--- src/hdl/enms_pkg.sv ---
// ----------------------------------------------------------------------------
// enms_pkg: shared definitions for the edge non-maximum suppression unit
// Field widths, register map, queue sizing, job and bounds types, and the
// direction-code to neighbour-pair table.
// ----------------------------------------------------------------------------
`timescale 1ns / 1ps

package enms_pkg;

	localparam int DEF_MAX_WIDTH  = 1024;
	localparam int DEF_MAX_HEIGHT = 4096;
	localparam int WINDOW_SIZE    = 3;

	localparam int CHAN_W  = 8;
	localparam int ANGLE_W = 8;
	localparam int PIXEL_W = 3 * CHAN_W;

	localparam int WIDTH_REG_W  = 11;
	localparam int HEIGHT_REG_W = 13;
	localparam int WIDTH_RESET  = 640;
	localparam int HEIGHT_RESET = 480;

	localparam int APB_ADDR_W = 3;
	localparam int APB_DATA_W = 32;

	// register index, taken from the word address
	localparam logic REG_IMAGE_WIDTH  = 1'b0;
	localparam logic REG_IMAGE_HEIGHT = 1'b1;

	localparam int QUEUE_DEPTH   = 4;
	localparam int QUEUE_PTR_W   = $clog2(QUEUE_DEPTH);
	localparam int QUEUE_LEVEL_W = $clog2(QUEUE_DEPTH + 1);

	typedef logic [CHAN_W-1:0]  chan_t;
	typedef logic [ANGLE_W-1:0] angle_t;
	typedef logic [PIXEL_W-1:0] pixel_t;

	typedef enum logic [1:0] {
		PAIR_HORZ,       // left and right
		PAIR_DIAG_FALL,  // upper-left and lower-right
		PAIR_VERT,       // above and below
		PAIR_DIAG_RISE   // upper-right and lower-left
	} pair_t;

	typedef struct packed {
		logic top;
		logic bottom;
		logic left;
		logic right;
	} bounds_t;

	typedef struct packed {
		pixel_t centre;
		chan_t  red_a;
		chan_t  red_b;
		logic   frame_end;
	} job_t;

	function automatic chan_t red_of(input pixel_t px);
		return px[PIXEL_W-1 -: CHAN_W];
	endfunction

	// Degrees are floor(code*360/255), folded by 180 above 180. The sector edges
	// at 22.5, 67.5, 112.5 and 157.5 degrees land on these code ranges.
	function automatic pair_t pair_of(input angle_t code);
		pair_t pair;
		case (code) inside
			[8'd17:8'd48], [8'd144:8'd175]:  pair = PAIR_DIAG_FALL;
			[8'd49:8'd80], [8'd176:8'd207]:  pair = PAIR_VERT;
			[8'd81:8'd111], [8'd208:8'd239]: pair = PAIR_DIAG_RISE;
			default:                         pair = PAIR_HORZ;
		endcase
		return pair;
	endfunction

endpackage

--- src/hdl/enms_cfg.sv ---
// ----------------------------------------------------------------------------
// enms_cfg: configuration registers
// APB-style image width and height, clamped copies for the datapath.
// ----------------------------------------------------------------------------
`timescale 1ns / 1ps

module enms_cfg #(
	parameter int MAX_WIDTH  = enms_pkg::DEF_MAX_WIDTH,
	parameter int MAX_HEIGHT = enms_pkg::DEF_MAX_HEIGHT,
	localparam int WW = $clog2(MAX_WIDTH + 1),
	localparam int HW = $clog2(MAX_HEIGHT + 1)
) (
	input  logic                            clk,
	input  logic                            arst_n,
	input  logic                            psel,
	input  logic                            penable,
	input  logic                            pwrite,
	input  logic [enms_pkg::APB_ADDR_W-1:0] paddr,
	input  logic [enms_pkg::APB_DATA_W-1:0] pwdata,
	output logic [enms_pkg::APB_DATA_W-1:0] prdata,
	output logic                            pready,
	output logic [WW-1:0]                   width,
	output logic [HW-1:0]                   height,
	output logic                            restart
);

	localparam int WIDTH_EFF_RESET  =
		(enms_pkg::WIDTH_RESET > MAX_WIDTH) ? MAX_WIDTH : enms_pkg::WIDTH_RESET;
	localparam int HEIGHT_EFF_RESET =
		(enms_pkg::HEIGHT_RESET > MAX_HEIGHT) ? MAX_HEIGHT : enms_pkg::HEIGHT_RESET;

	logic [enms_pkg::WIDTH_REG_W-1:0]  width_raw_q;
	logic [enms_pkg::HEIGHT_REG_W-1:0] height_raw_q;
	logic [WW-1:0]                     width_q;
	logic [HW-1:0]                     height_q;
	logic [enms_pkg::WIDTH_REG_W-1:0]  wr_width;
	logic [enms_pkg::HEIGHT_REG_W-1:0] wr_height;
	logic [WW-1:0]                     width_clamp;
	logic [HW-1:0]                     height_clamp;
	logic                              wr;
	logic                              reg_sel;

	assign pready    = 1'b1;
	assign wr        = psel && penable && pwrite && pready;
	assign reg_sel   = paddr[enms_pkg::APB_ADDR_W-1];
	assign wr_width  = pwdata[enms_pkg::WIDTH_REG_W-1:0];
	assign wr_height = pwdata[enms_pkg::HEIGHT_REG_W-1:0];

	// clamp into 1..MAX
	always_comb begin
		if (wr_width == '0) begin
			width_clamp = WW'(1);
		end else if (32'(wr_width) > 32'(MAX_WIDTH)) begin
			width_clamp = WW'(MAX_WIDTH);
		end else begin
			width_clamp = WW'(wr_width);
		end
		if (wr_height == '0) begin
			height_clamp = HW'(1);
		end else if (32'(wr_height) > 32'(MAX_HEIGHT)) begin
			height_clamp = HW'(MAX_HEIGHT);
		end else begin
			height_clamp = HW'(wr_height);
		end
	end

	always_ff @(posedge clk or negedge arst_n) begin
		if (!arst_n) begin
			width_raw_q  <= enms_pkg::WIDTH_REG_W'(enms_pkg::WIDTH_RESET);
			height_raw_q <= enms_pkg::HEIGHT_REG_W'(enms_pkg::HEIGHT_RESET);
			width_q      <= WW'(WIDTH_EFF_RESET);
			height_q     <= HW'(HEIGHT_EFF_RESET);
		end else if (wr) begin
			case (reg_sel)
				enms_pkg::REG_IMAGE_WIDTH: begin
					width_raw_q <= wr_width;
					width_q     <= width_clamp;
				end
				enms_pkg::REG_IMAGE_HEIGHT: begin
					height_raw_q <= wr_height;
					height_q     <= height_clamp;
				end
				default: begin
				end
			endcase
		end
	end

	always_comb begin
		case (reg_sel)
			enms_pkg::REG_IMAGE_WIDTH:  prdata = enms_pkg::APB_DATA_W'(width_raw_q);
			enms_pkg::REG_IMAGE_HEIGHT: prdata = enms_pkg::APB_DATA_W'(height_raw_q);
			default:                    prdata = '0;
		endcase
	end

	// any write restarts the frame at the same edge
	assign restart = wr;
	assign width   = width_q;
	assign height  = height_q;

endmodule

--- config.mk ---
export PLATFORM = sky130hd
export DESIGN_NAME = enms_cfg
export DESIGN_NICKNAME = d
export VERILOG_FILES = /design/src/hdl/enms_pkg.sv /design/src/hdl/enms_cfg.sv
export SDC_FILE = /design/constraint.sdc
export NUM_CORES = 1
export LEC_CHECK = 0
export BUFFER_PORTS_ARGS = -buffer_cell sky130_fd_sc_hd__buf_2
export CAP_MARGIN = 20
export CELL_PAD_IN_SITES_DETAIL_PLACEMENT = 2
export CELL_PAD_IN_SITES_GLOBAL_PLACEMENT = 2
export CORE_MARGIN = 3
export CORE_UTILIZATION = 25
export CTS_BUF_LIST = sky130_fd_sc_hd__clkbuf_16
export DETAILED_ROUTE_END_ITERATION = 8
export PLACE_DENSITY = 0.85
export SYNTH_ARGS = -nofsm -noshare
export SYNTH_HDL_FRONTEND = slang
export SYNTH_SLANG_ARGS = --single-unit
--- constraint.sdc ---
create_clock -name clk -period 0.85 [get_ports clk]
set_input_delay 0.085 -clock clk [delete_from_list [all_inputs] [get_ports clk]]
set_output_delay 0.085 -clock clk [all_outputs]
set_load 0.05 [all_outputs]
* Word level (Yosys, flattened, before mapping)
Cells that the tools add are included.
** Operators by class
- Muxes and demuxes :: 5
- Order comparisons :: 2
- Bitwise operators :: 1
- Reductions and logical operators :: 6
** Operators by type and width (number)
- one-hot mux 32 bit (2 select lines) :: 1
- two-way mux 13 bit :: 2
- two-way mux 11 bit :: 2
- > comparator 13 bit, second input constant :: 1
- logical NOT 13 bit :: 1
- > comparator 11 bit, second input constant :: 1
- logical NOT 11 bit :: 1
- AND reduction 2 bit :: 2
- logical AND 1 bit :: 2
- NOT 1 bit :: 1
** Word-level totals
- Bits in registers :: 48
- Bits of input ports :: 40
- Word-level logic and storage cells :: 18

* Logic depth before layout (Yosys ltp)
Gate-level depths: netlist of run 1.
- Word-level depth :: 3
- Gate-level depth with buffers :: 6

* Worst setup path before layout of run 1
OpenSTA, ideal clock, no wires.
- Kind :: input to output
- Start point :: in paddr[2] (netlist bit)
- End point :: out prdata[10] (netlist bit)
- Data required time :: 0.765 ns
- Path slack :: -0.115 ns
- Path buffers :: 2
- Stages :: 3
- Data arrival time :: 0.880 ns
- Path through :: buf_4 > buf_2 > mux2_2
** On the way
- Cells in the longest elaborated chain, start to end :: 2
** RTL lines
- from (decl) :: line enms_cfg.sv:18 : input logic [enms_pkg::APB_ADDR_W-1:0] paddr,
- NOT 1 bit
- one-hot mux 32 bit (2 select lines) (*) :: line enms_cfg.sv:90 : case (reg_sel)
- to (decl) :: line enms_cfg.sv:20 : output logic [enms_pkg::APB_DATA_W-1:0] prdata,
Mark *: on every way between the ends. The rest lies on a longest branch, timed or not. The select of a mux whose other input is x is not followed.

* Worst setup path after layout of run 1
- Start point :: reg width_raw_q[8] (netlist bit)
- End point :: out prdata[8] (netlist bit)
** On the way
- Cells in the longest elaborated chain, start to end :: 1
** RTL lines
- from (decl) :: line enms_cfg.sv:32 : logic [enms_pkg::WIDTH_REG_W-1:0] width_raw_q;
- from (signal assigned) :: line enms_cfg.sv:69 : width_raw_q <= enms_pkg::WIDTH_REG_W'(enms_pkg::WIDTH_RESET);
- from (signal assigned) :: line enms_cfg.sv:76 : width_raw_q <= wr_width;
- one-hot mux 32 bit (2 select lines) :: line enms_cfg.sv:90
No other way between the ends. The select of a mux whose other input is x is not followed.

==> results of run 1 <==
stage by stage:
step | power [mW] | TNS (ns) | area [um2]
final | 9.19 | -7.95 | 3850
after global routing | 9.59 | -9.44 | 3850
after CTS | 8.69 | -7.61 | 3400
after detailed placement | 5.64 | -14.15 | 2800
after global placement | 5.53 | -12.05 | 2800
after floorplan | 4.97 | -0.216 | 2380
cells by family (layout without fill, tap and decap cells):
logic type,count (synthesis),after routing
and+or+nand+nor,75,75
DFF,48,48
AOI/OAI and AO/OA,24,24
buffers and inverters,32,118
muxes,23,23
other,2,20
synth_stat cells (all sizes together):
| master | number | area share (%) |
|---|---|---|
| a31oi | 1 | 0.28 |
| a32o | 9 | 4.0 |
| a41oi | 1 | 0.39 |
| and2 | 2 | 0.56 |
| and3 | 1 | 0.28 |
| and4b | 1 | 0.44 |
| buf | 30 | 9.8 |
| clkbuf | 2 | 0.33 |
| conb | 2 | 0.33 |
| dfrtp | 36 | 40 |
| dfstp | 12 | 14 |
| mux2 | 23 | 12 |
| nand2 | 52 | 8.7 |
| nand2b | 11 | 3.1 |
| nand3 | 1 | 0.22 |
| nand4 | 1 | 0.56 |
| nand4b | 1 | 1.1 |
| nor2 | 2 | 0.33 |
| nor2b | 1 | 0.28 |
| nor4 | 2 | 0.56 |
| o21ai | 11 | 2.4 |
| o31ai | 2 | 0.89 |
state kept, by name (all words and copies together), names as in the netlist:
register,cells
width_raw_q,11
width,11
height_raw_q,13
height,13
area by class of cell:
cell class / count / share of cell area, %
Multi-Input combinational cell: 142 / 29.9
Clock buffer: 5 / 3.25
Timing Repair Buffer: 110 / 30.5
Sequential cell: 48 / 31.8
Tap cell: 105 / 3.41
Clock inverter: 3 / 1.11
cells in the final DEF (no fill, tap or decap), types with 4 or more instances in the layout:
cell type and count:
sky130_fd_sc_hd__buf_4 38, sky130_fd_sc_hd__o21ai_1 4, sky130_fd_sc_hd__clkbuf_16 9, sky130_fd_sc_hd__nand2_4 17
sky130_fd_sc_hd__nand2b_1 11, sky130_fd_sc_hd__mux2_2 11, sky130_fd_sc_hd__dfrtp_1 29, sky130_fd_sc_hd__buf_8 16
sky130_fd_sc_hd__dfstp_2 12, sky130_fd_sc_hd__nand2_1 19, sky130_fd_sc_hd__buf_12 8, sky130_fd_sc_hd__buf_6 26
sky130_fd_sc_hd__buf_2 17, sky130_fd_sc_hd__conb_1 20, sky130_fd_sc_hd__a32o_1 8, sky130_fd_sc_hd__mux2_4 12
sky130_fd_sc_hd__dfrtp_2 7, sky130_fd_sc_hd__nand2_2 16, sky130_fd_sc_hd__o21ai_2 7
layer usage:
metal,up-vias,GRT usage (%)
met1,982,20.2
met3,14,4.64
li1,851,-
met5,-,0
met2,79,27.9
met4,0,4.50
worst max-delay path by stage:
| stage | from | cells past startpoint | endpoint |
|---|---|---|---|
| after floorplan | height[5]$_DFFE_PN1P_ | 1 | height[5]$_DFFE_PN1P_ |
| after global placement | pwdata[0] | 5 | height[0]$_DFFE_PN0P_ |
| after detailed placement | paddr[2] | 6 | width_raw_q[8]$_DFFE_PN0P_ |
| after CTS | height_raw_q[9]$_DFFE_PN0P_ | 2 | prdata[9] |
| after global routing | width_raw_q[8]$_DFFE_PN0P_ | 2 | prdata[8] |
| final | width_raw_q[8]$_DFFE_PN0P_ | 2 | prdata[8] |
power by group through the flow:
stage          clock network (mW)  registers [mW]  logic, mW
2_1_floorplan                   0            3.59       1.38
4_1_cts                      2.29            3.06       3.34
5_1_grt                      2.42            3.17       4.00
3_3_place_gp                    0            3.01       2.53
3_5_place_dp                    0            3.05       2.59
6_report                     2.25            3.12       3.82
what timing repair did:
item	CTS	global route
endpoints found under the hold margin	36	0
hold buffers	1	0
buffers inserted	16	12
cloned	0	4
endpoints found under the setup margin	55	63
gates resized for setup	95	86
pin swaps	3	27
==> results list, run 1 <==
- The run finished, with violations left.
- The final reports fail on negative setup slack.
- Share of the clock period used by the worst path after layout: 150%
- Worst reg2reg path endpoint: width_raw_q[9]$_DFFE_PN1P_
* Hold Fails Final Rpt: 0
- Number of antenna violations at the first check in global routing: 0
- Clock Power Share: 24.5%
- Part of the total power dissipated in combinational logic: 41.6%
* Final Critical Period: 1.28 ns
- Deepest level of the CTS H-tree: 2
* Met3 routed wirelength: 519 um
* Category of cells accounting for the largest share of critical-path delay: flip-flops
- Initial Utilization: 26.6%
- After synthesis the cells add up to 2250 um2.
- Synthesis handed over a netlist of 204 instances.
- Post-Route WL: 8780 um
- The share of the Yosys chip area taken by registers is 54.0%.
* Area grow syn2layout: 70.9%
- From left edge to right edge, the die measures 101 um.
- Wire segments on met2 add up to 4560 um in the final route.
* Largest net degree at the start of global routing: 49
* DRC errors left: 0
- At the worst endpoint, the required time is 0.76 ns.
- Of all nets on the critical path, the largest fanout is 2.
- Unrepaired setup endpoints after global routing: yes
* Sink count of the clock tree: 48
* Post-Syn Area per Cell: 11.0 um2
- During synthesis, Yosys emitted a total of 0 warnings.
- Residual antenna-violating net count after detailed routing: 0
* Critical path data arrival time: 1.19 ns
- Max-slew violation total from the final report: 0
- The worst hold path begins at pwdata[11].
- Crit path max-delay cell type: sky130_fd_sc_hd__dfrtp_1
- CTS tree: built
- Number of filler cells placed in the layout: 838
- Largest family of logic cells by synthesized area: simple AND/OR/NAND/NOR gates
* Number of nets at the end of the flow: 347
- Power density relative to cell area: 2390 nW/um2
- The startpoint identified for the worst register-to-register timing path is width_raw_q[9]$_DFFE_PN1P_.
- For this design the top-level I/O count stands at 98.
* Total gr overflow: 0
* Number of setup violations in the final report: 55
- Register area: 1220 um2
* Class of the tightest hold or removal check: in -> reg
* Detailed-route vias per instance: 4.66
* # port buffers: 56
- Synthesis instantiated 26 different standard cells from the library.
- Crit start category: flop
* Part of the total power dissipated in sequential elements: 33.9%
- Cells with a size suffix above 1 make up 67.5% of the layout.
- Cell internal power was estimated by the tool at 5.81 mW.
* Via count of the first global-routing pass: 2,132
- Sw frac: 36.8%
* Hold Slack: 0.0715 ns
* Post-route setup slack: -0.426 ns
* Worst clock skew: 0 ns
- The initialized floorplan defines 33 standard-cell rows.
- Xor and xnor fraction of the mapped netlist area: 0%
- Global routing consumed, over all layers together, 16.4% of the routing resources.
* Worst stage delay on the critical path: 0.43 ns
* Average wire per cell in the routed design: 21.3 um
- Summed over all nets, the half-perimeter wirelength after detailed placement is 5160 um.
* Top routing layer in use: met4
- Switching pwr: 3.38 mW
- Peak ir drop on the vdd network: 0.898 mV
- Post-Route Utilization: 45.5%
- The worst setup path is captured at an output port.
* Placer Congestion: 0.779
* Max cap viols: 0
- After clock tree synthesis, the clock-pin slew on the worst setup and hold paths is 0.06 ns.
- Worst min-delay path endpoint: height_raw_q[11]$_DFFE_PN0P_
* Ordered list of cells on the worst path: mux2_4, buf_6
* Area fraction in and, or, nand and nor cells after synthesis: 16.0%
* Number of synthesized register bits: 48
* Fraction of the mapped netlist area in compound gates: 8.00%
* Adder-cell share of the synthesized area: 0%
* # placed instances: 374
* Worst setup slack for register-to-register paths: -0.09 ns
- Number of buffers added by the clock tree synthesis step: 5
* Area enclosed by the die boundary: 10,200 um2
* Via count of the routed design: 1,926
- The first global-routing pass estimated 12,400 um of wire.
* Number of buffers and inverters on the critical path: 1
* Vertical die dimension: 101 um
- The multi-input combinational cells in the finished layout cover a total of 1150 um2.
- Finished Layout Cells: 413
- No sink is reached through more buffers than the 2 on the longest clock path.
* Sum of routed wire segments on met1: 3470 um
- Worst hold path cell count: 2
* Number of antenna diodes: 0
- Static leakage: 1.84 nW
- Iteration-0 DRC Markers: 76
* Worst setup timing slack at the placement stage: -0.343 ns
- Number of search-and-repair iterations in the first detailed-routing pass: 4
* Clock latency of the later-clocked register in the worst-skew pair: 0.28 ns
* Critical path type: reg -> out
- For the worst flop-to-flop path, the logic depth is 4.
- Floorplan core area: 8460 um2
- For this run, the top clock speed supported by timing is 784 MHz.
- Clock tree synthesis selected as its root buffer the cell sky130_fd_sc_hd__clkbuf_16.
* Share of synthesized area spent on multiplexers: 11.5%
(Power assumes the default switching activity.)
==> run 2: changes to the inputs <==
--- a/config.mk
+++ b/config.mk
@@ -5,10 +5,11 @@
 export SDC_FILE = /design/constraint.sdc
 export NUM_CORES = 1
 export LEC_CHECK = 0
-export BUFFER_PORTS_ARGS = -buffer_cell sky130_fd_sc_hd__buf_2
+export BUFFER_PORTS_ARGS = -buffer_cell sky130_fd_sc_hd__clkbuf_2
 export CAP_MARGIN = 20
 export CELL_PAD_IN_SITES_DETAIL_PLACEMENT = 2
 export CELL_PAD_IN_SITES_GLOBAL_PLACEMENT = 2
+export CORE_ASPECT_RATIO = 0.6
 export CORE_MARGIN = 3
 export CORE_UTILIZATION = 25
 export CTS_BUF_LIST = sky130_fd_sc_hd__clkbuf_16
==> results list, run 2 (synthesis results as in run 1) <==
* Routed wl met2: 4590 um (was 4560 um)
- The worst-case clock buffer depth came to 2 (unchanged).
* Max cap viols: 0 (unchanged)
- Via count of the first global-routing pass: 2,129 (was 2,132)
* IO Pins: 98 (unchanged)
- The worst setup margin is -0.399 ns (was -0.426 ns).
- Start of the worst register-to-register path: height_raw_q[9]$_DFFE_PN0P_ (was width_raw_q[9]$_DFFE_PN1P_)
- Run status: finished, violations left (unchanged)
- Iteration-0 DRC Markers: 87 (was 76)
* Sink count of the clock tree: 48 (unchanged)
* Fraction of final layout cells sized beyond drive strength 1: 60.8% (was 67.5%)
- The row count came to 26 (was 33).
* Sum of routed wire segments on met1: 3910 um (was 3470 um)
* Commonest cells after routing, fill and taps aside: sky130_fd_sc_hd__nand2_1 (40), sky130_fd_sc_hd__buf_4 (36), sky130_fd_sc_hd__dfrtp_1 (29) (was sky130_fd_sc_hd__buf_4 (38), sky130_fd_sc_hd__dfrtp_1 (29), sky130_fd_sc_hd__buf_6 (26))
- The worst hold path stage count was 3 (was 2).
- Crit path max-delay cell type: sky130_fd_sc_hd__dfrtp_1 (unchanged)
* DRC errors left: 0 (unchanged)
- The worst min-delay path category is in -> reg (unchanged).
* Area enclosed by the die boundary: 10,200 um2 (about the same)
* Residual antenna-violating net count after detailed routing: 0 (unchanged)
- The register-to-register path setup slack was -0.05 ns (was -0.09 ns).
- The maximum fanout along the worst path came to 2 (unchanged).
- The utilization after layout came to 46.5% (was 45.5%).
- The total core area was 8620 um2 (was 8460 um2).
* First-pass GRT wire length: 12,500 um (was 12,400 um)
- Hold Fails Final Rpt: 0 (unchanged)
* Half-perimeter wire length of the detailed placement result: 5520 um (was 5160 um)
- CTS tree: built (unchanged)
- Timing startpoint of the critical path: height_raw_q[1]$_DFFE_PN0P_ (was width_raw_q[8]$_DFFE_PN0P_)
- Critical path data arrival time: 1.16 ns (was 1.19 ns)
* Number of nets at the end of the flow: 350 (was 347)
- Clock tree root buffer cell: sky130_fd_sc_hd__clkbuf_16 (unchanged)
* Peak ir drop on the vdd network: 0.805 mV (was 0.898 mV)
- Max-slew violation total from the final report: 0 (unchanged)
- The overflow left after global routing came to 0 (unchanged).
- R2R cell count: 2 (was 4)
- Top routing layer in use: met4 (unchanged)
- The data required time at the worst endpoint was 0.76 ns (about the same).
- Via count of the routed design: 1,913 (was 1,926)
- Placer Congestion: 0.745 (was 0.779)
- The static power due to leakage came to 1.90 nW (was 1.84 nW).
- Share of the clock period used by the worst path after layout: 147% (was 150%)
- The number of setup violations in the final report came to 40 (was 55).
- The layout overhead on the synthesized area was 78.1% (was 70.9%).
- # port buffers: 56 (unchanged)
- Worst setup timing slack at the placement stage: -0.346 ns (was -0.343 ns)
- Max frequency: 800 MHz (was 784 MHz)
- Met3 routed wirelength: 350 um (was 519 um)
- Detailed-route vias per instance: 4.52 (was 4.66)
- The insertion delay of the later-clocked pin in the worst-skew pair came to 0.29 ns (was 0.28 ns).
- The mean routed wirelength per cell is 21.0 um (was 21.3 um).
- The power density over the cells was 2350 nW/um2 (was 2390 nW/um2).
- Instance area at placement: 2960 um2 (was 2800 um2)
- Global-route total usage across every layer: 16.4% (about the same)
* Deepest level of the CTS H-tree: 2 (unchanged)
- Hold wc startpoint: pwdata[11] (unchanged)
* Ordered list of cells on the worst path: mux2_4, clkbuf_16 (was mux2_4, buf_6)
* Number of antenna diodes: 0 (unchanged)
* Worst setup EP type: output port (unchanged)
- Number of buffers added by the clock tree synthesis step: 5 (unchanged)
- The overall die height came to 79.5 um (was 101 um).
- The class of the most critical setup path was reg -> out (unchanged).
- Worst stage delay on the critical path: 0.41 ns (was 0.43 ns)
- Crit start category: flop (unchanged)
- Initial Utilization: 26.1% (was 26.6%)
- The total detailed-routing wirelength came to 8890 um (was 8780 um).
* Number of antenna violations at the first check in global routing: 0 (unchanged)
- The die width was 129 um (was 101 um).
* Final Critical Period: 1.25 ns (was 1.28 ns)
- The capture point of the worst reg-to-reg path is height_raw_q[9]$_DFFE_PN0P_ (was width_raw_q[9]$_DFFE_PN1P_).
- The cell area after layout is 4010 um2 (was 3850 um2).
- CTS clk-pin slew, worst paths: 0.07 ns (was 0.06 ns)
* Worst min-delay path endpoint: height[11]$_DFFE_PN0P_ (was height_raw_q[11]$_DFFE_PN0P_)
- Violations in the final reports: negative setup slack (unchanged)
* Most common cell after layout, fill and taps aside: sky130_fd_sc_hd__nand2_1 (was sky130_fd_sc_hd__buf_4)
- Unrepaired setup endpoints after global routing: yes (unchanged).
- The worst clock skew on the final layout came to 0 ns (unchanged).
- Number of search-and-repair iterations in the first detailed-routing pass: 4 (unchanged)
- Largest net degree at the start of global routing: 49 (unchanged)
## run 2: changes by cell type in the layout (fill, tap and decap cells not counted), moves of 5 or more
| cell | delta |
|---|---|
| sky130_fd_sc_hd__buf_2 | -17 |
| sky130_fd_sc_hd__buf_8 | +5 |
| sky130_fd_sc_hd__nand2_2 | -9 |
| sky130_fd_sc_hd__clkbuf_16 | +7 |
| sky130_fd_sc_hd__nand2_4 | -12 |
| sky130_fd_sc_hd__nand2_1 | +21 |
| sky130_fd_sc_hd__clkbuf_2 | +16 |
| sky130_fd_sc_hd__buf_6 | -14 |
| sky130_fd_sc_hd__buf_12 | +8 |
## run 2: critical path: cells and delay by family (launching register included)
kind                   cells  cell delay, ns
multiplexers               1            0.28
flip-flops                 1            0.41
buffers and inverters      1            0.17
## run 2: timing repair
action,in CTS,in global routing
endpoints found under the hold margin,36,0
pin swaps,7,5
buffers inserted,18,12
cloned,2,0
endpoints found under the setup margin,56,57
hold buffers,1,0
resized for setup,107,57
## run 2: report_power, final
part	internal [mW]	switching, mW
clock network	1.37	0.919
registers	2.77	0.351
logic	1.88	2.13
## run 2: metal layers
layer  vias up  GRT usage (%)
li1        864              -
met1      1004           21.3
met2        42           27.5
met3         3           4.48
met4         0           3.56
met5         -              0
## run 2: worst max path at each step
stage	end	slack (ns)	depth (start not counted)
6_report	prdata[1]	-0.40	2
5_1_grt	prdata[9]	-0.42	2
4_1_cts	prdata[5]	-0.38	2
3_5_place_dp	width[8]$_DFFE_PN0P_	-0.35	6
3_3_place_gp	width[1]$_DFFE_PN0P_	-0.30	6
2_1_floorplan	height[5]$_DFFE_PN1P_	-0.04	1
## run 2: layout make-up
cell class | instances | area (um2)
repair buffers | 113 | 1410
well taps | 112 | 140
fillers | 824 | 4610
flip-flops and latches | 48 | 1220
clock inverters | 3 | 37.5
clock buffers | 5 | 125
multi-input cells | 142 | 1080
## run 2: stage by stage
| stage | cells | hold slack (ns) | power (mW) | setup TNS, ns |
|---|---|---|---|---|
| after CTS | 416 | 0.0663 | 9.03 | -8.17 |
| after global routing | 423 | 0.0772 | 9.78 | -9.06 |
| after global placement | 387 | 0.0910 | 5.73 | -13.75 |
| after floorplan | 222 | -0.211 | 4.97 | -0.216 |
| final | 423 | 0.0641 | 9.42 | -8.10 |
| after detailed placement | 387 | 0.0978 | 5.81 | -15.35 |
==> run 3: changes to the inputs <==
--- a/config.mk
+++ b/config.mk
@@ -11,10 +11,10 @@
 export CELL_PAD_IN_SITES_GLOBAL_PLACEMENT = 2
 export CORE_ASPECT_RATIO = 0.6
 export CORE_MARGIN = 3
-export CORE_UTILIZATION = 25
-export CTS_BUF_LIST = sky130_fd_sc_hd__clkbuf_16
+export CORE_UTILIZATION = 26
+export CTS_BUF_LIST = sky130_fd_sc_hd__clkbuf_8
 export DETAILED_ROUTE_END_ITERATION = 8
-export PLACE_DENSITY = 0.85
+export PLACE_DENSITY = 0.87
 export SYNTH_ARGS = -nofsm -noshare
 export SYNTH_HDL_FRONTEND = slang
 export SYNTH_SLANG_ARGS = --single-unit
==> results list, run 3 (synthesis results as in run 1) <==
- Run status: finished, violations left (unchanged)
- Violations in the final reports: negative setup slack (unchanged).
- The number of global-route vias before repair was 2,071 (was 2,129).
* Sink count of the clock tree: 48 (unchanged)
- The total count of max-transition violations in the final report came to 0 (unchanged).
- Hold Fails Final Rpt: 0 (unchanged)
- Largest net degree at the start of global routing: 49 (unchanged)
- The worst-case clock buffer depth came to 2 (unchanged).
- Number of search-and-repair iterations in the first detailed-routing pass: 4 (unchanged)
- The total core area is 8130 um2 (was 8620 um2).
- CTS tree: built (unchanged)
- Power density relative to cell area: 2250 nW/um2 (was 2350 nW/um2)
- The root buffer cell was sky130_fd_sc_hd__clkbuf_8 (was sky130_fd_sc_hd__clkbuf_16).
- # port buffers: 56 (unchanged)
- Final Critical Period: 1.28 ns (was 1.25 ns)
* Class of the tightest hold or removal check: in -> reg (unchanged)
- Via count of the routed design: 1,849 (was 1,913)
* Vertical die dimension: 78.1 um (was 79.5 um)
- IO Pins: 98 (unchanged)
- The final RePlAce weighted congestion was 0.801 (was 0.745).
- Total gr overflow: 0 (unchanged)
- Critical Path RT: 0.76 ns (about the same)
* Number of antenna violations at the first check in global routing: 0 (unchanged)
- Largest driver fanout on the critical path: 2 (unchanged)
* Worst clock skew: 0 ns (unchanged)
- Unrepaired setup endpoints after global routing: yes (unchanged)
- The fmax came to 781 MHz (was 800 MHz).
* Critical path type: reg -> out (unchanged)
* Number of setup violations in the final report: 43 (was 40)
- Static leakage: 1.78 nW (was 1.90 nW)
- Detailed-route vias per instance: 4.49 (was 4.52)
* Fraction of final layout cells sized beyond drive strength 1: 54.9% (was 60.8%)
- DRC errors left: 0 (unchanged)
- The total detailed-routing wirelength is 8050 um (was 8890 um).
- CTS clk-pin slew, worst paths: 0.09 ns (was 0.07 ns)
* Max cap viols: 0 (unchanged)
- The type of element capturing the critical path is an output port (unchanged).
* Number of nets at the end of the flow: 343 (was 350)
* Iteration-0 DRC Markers: 66 (was 87)
- Number of filler cells placed in the layout: 857 (was 824)
- Critical path data arrival time: 1.20 ns (was 1.16 ns)
- Number of antenna diodes: 0 (unchanged)
- Commonest cells after routing, fill and taps aside: sky130_fd_sc_hd__nand2_1 (51), sky130_fd_sc_hd__buf_4 (39), sky130_fd_sc_hd__dfrtp_1 (29) (was sky130_fd_sc_hd__nand2_1 (40), sky130_fd_sc_hd__buf_4 (36), sky130_fd_sc_hd__dfrtp_1 (29))
* Area enclosed by the die boundary: 9850 um2 (was 10,200 um2)
* Residual antenna-violating net count after detailed routing: 0 (unchanged)
- The mean routed wirelength per cell is 19.5 um (was 21.0 um).
- Post-Route Utilization: 45.0% (was 46.5%)
- Initial Utilization: 27.7% (was 26.1%)
- Post-route setup slack: -0.431 ns (was -0.399 ns)
- The maximum vdd drop was 0.848 mV (was 0.805 mV).
- The layout overhead on the synthesized area is 62.4% (was 78.1%).
* Most common cell after layout, fill and taps aside: sky130_fd_sc_hd__nand2_1 (unchanged)
- Crit start category: flop (unchanged)
- Deepest level of the CTS H-tree: 2 (unchanged)
* Hold Slack: 0.0372 ns (was 0.0641 ns)
- The overall fraction of global-route tracks in use was 16.5% (was 16.4%).
- The TritonCTS buffer count was 5 (unchanged).
* Share of the clock period used by the worst path after layout: 151% (was 147%)
- Number of rows created at floorplan: 25 (was 26)
- Overall die width: 126 um (was 129 um)
- The insertion delay of the later-clocked pin in the worst-skew pair was 0.31 ns (was 0.29 ns).
- The final HPWL from detailed placement came to 5570 um (was 5520 um).
- The wire length of the first global-routing pass was 12,400 um (was 12,500 um).
run 3: changes by cell type in the layout (fill, tap and decap cells not counted), sizes merged:
cell / change
buf: -5
bufinv: -1
clkbuf: -2
clkinv: -1
inv: +2
run 3: layer usage:
layer  wire (um)  track usage [%]
met1        3840             23.0
met2        3800             26.4
met3         343             4.01
met4          70             3.53
met5           0                0
run 3: worst max-delay path, stage by stage (launching register included):
cell and delay [ns]:
sky130_fd_sc_hd__dfstp_2 0.54, sky130_fd_sc_hd__mux2_4 0.18, sky130_fd_sc_hd__clkbuf_16 0.16
run 3: cell type report:
type,instances,area (um2),share of cell area [%]
clock buffer,5,68.8,1.88
clock inverter,3,12.5,0.342
multi-input combinational,142,983,26.9
sequential,48,1220,33.5
tap,108,135,3.69
timing repair buffer,106,1230,33.7
run 3: power breakdown:
part           internal, mW  total [mW]  switching (mW)
logic                  1.72        3.76            2.03
clock network         0.557        1.39           0.831
registers              2.77        3.09           0.324
run 3: path summary, 6_finish.rpt:
path	slack, ns	endpoint	startpoint	cells past startpoint
max	-0.43	prdata[9]	width_raw_q[9]$_DFFE_PN1P_	2
max in group asynchronous	0.25	width[9]$_DFFE_PN1P_	arst_n	3
max reg2reg	-0.05	width[3]$_DFFE_PN0P_	width[3]$_DFFE_PN0P_	3
min reg2reg	0.47	width_raw_q[7]$_DFFE_PN1P_	width_raw_q[7]$_DFFE_PN1P_	2
min in group asynchronous	0.29	width_raw_q[4]$_DFFE_PN0P_	arst_n	3
min	0.04	height[11]$_DFFE_PN0P_	pwdata[11]	3
run 3: what timing repair did:
| item | CTS | global route |
|---|---|---|
| pin swaps | 3 | 1 |
| buffers inserted | 12 | 11 |
| setup endpoints to repair | 48 | 50 |
| hold endpoints to repair | 36 | 0 |
| hold buffers | 1 | 0 |
| gates resized for setup | 79 | 41 |
run 3: per-stage QoR:
stage / worst slack, ns / cell area [um2] / total power [mW] / TNS [ns] / instances
after floorplan: -0.0374 / 2380 / 4.97 / -0.216 / 222
after global routing: -0.466 / 3660 / 8.67 / -10.57 / 412
after detailed placement: -0.491 / 2950 / 5.83 / -17.55 / 383
after CTS: -0.427 / 3520 / 8.01 / -9.48 / 404
final: -0.431 / 3660 / 8.24 / -8.90 / 412
after global placement: -0.353 / 2950 / 5.72 / -13.37 / 383
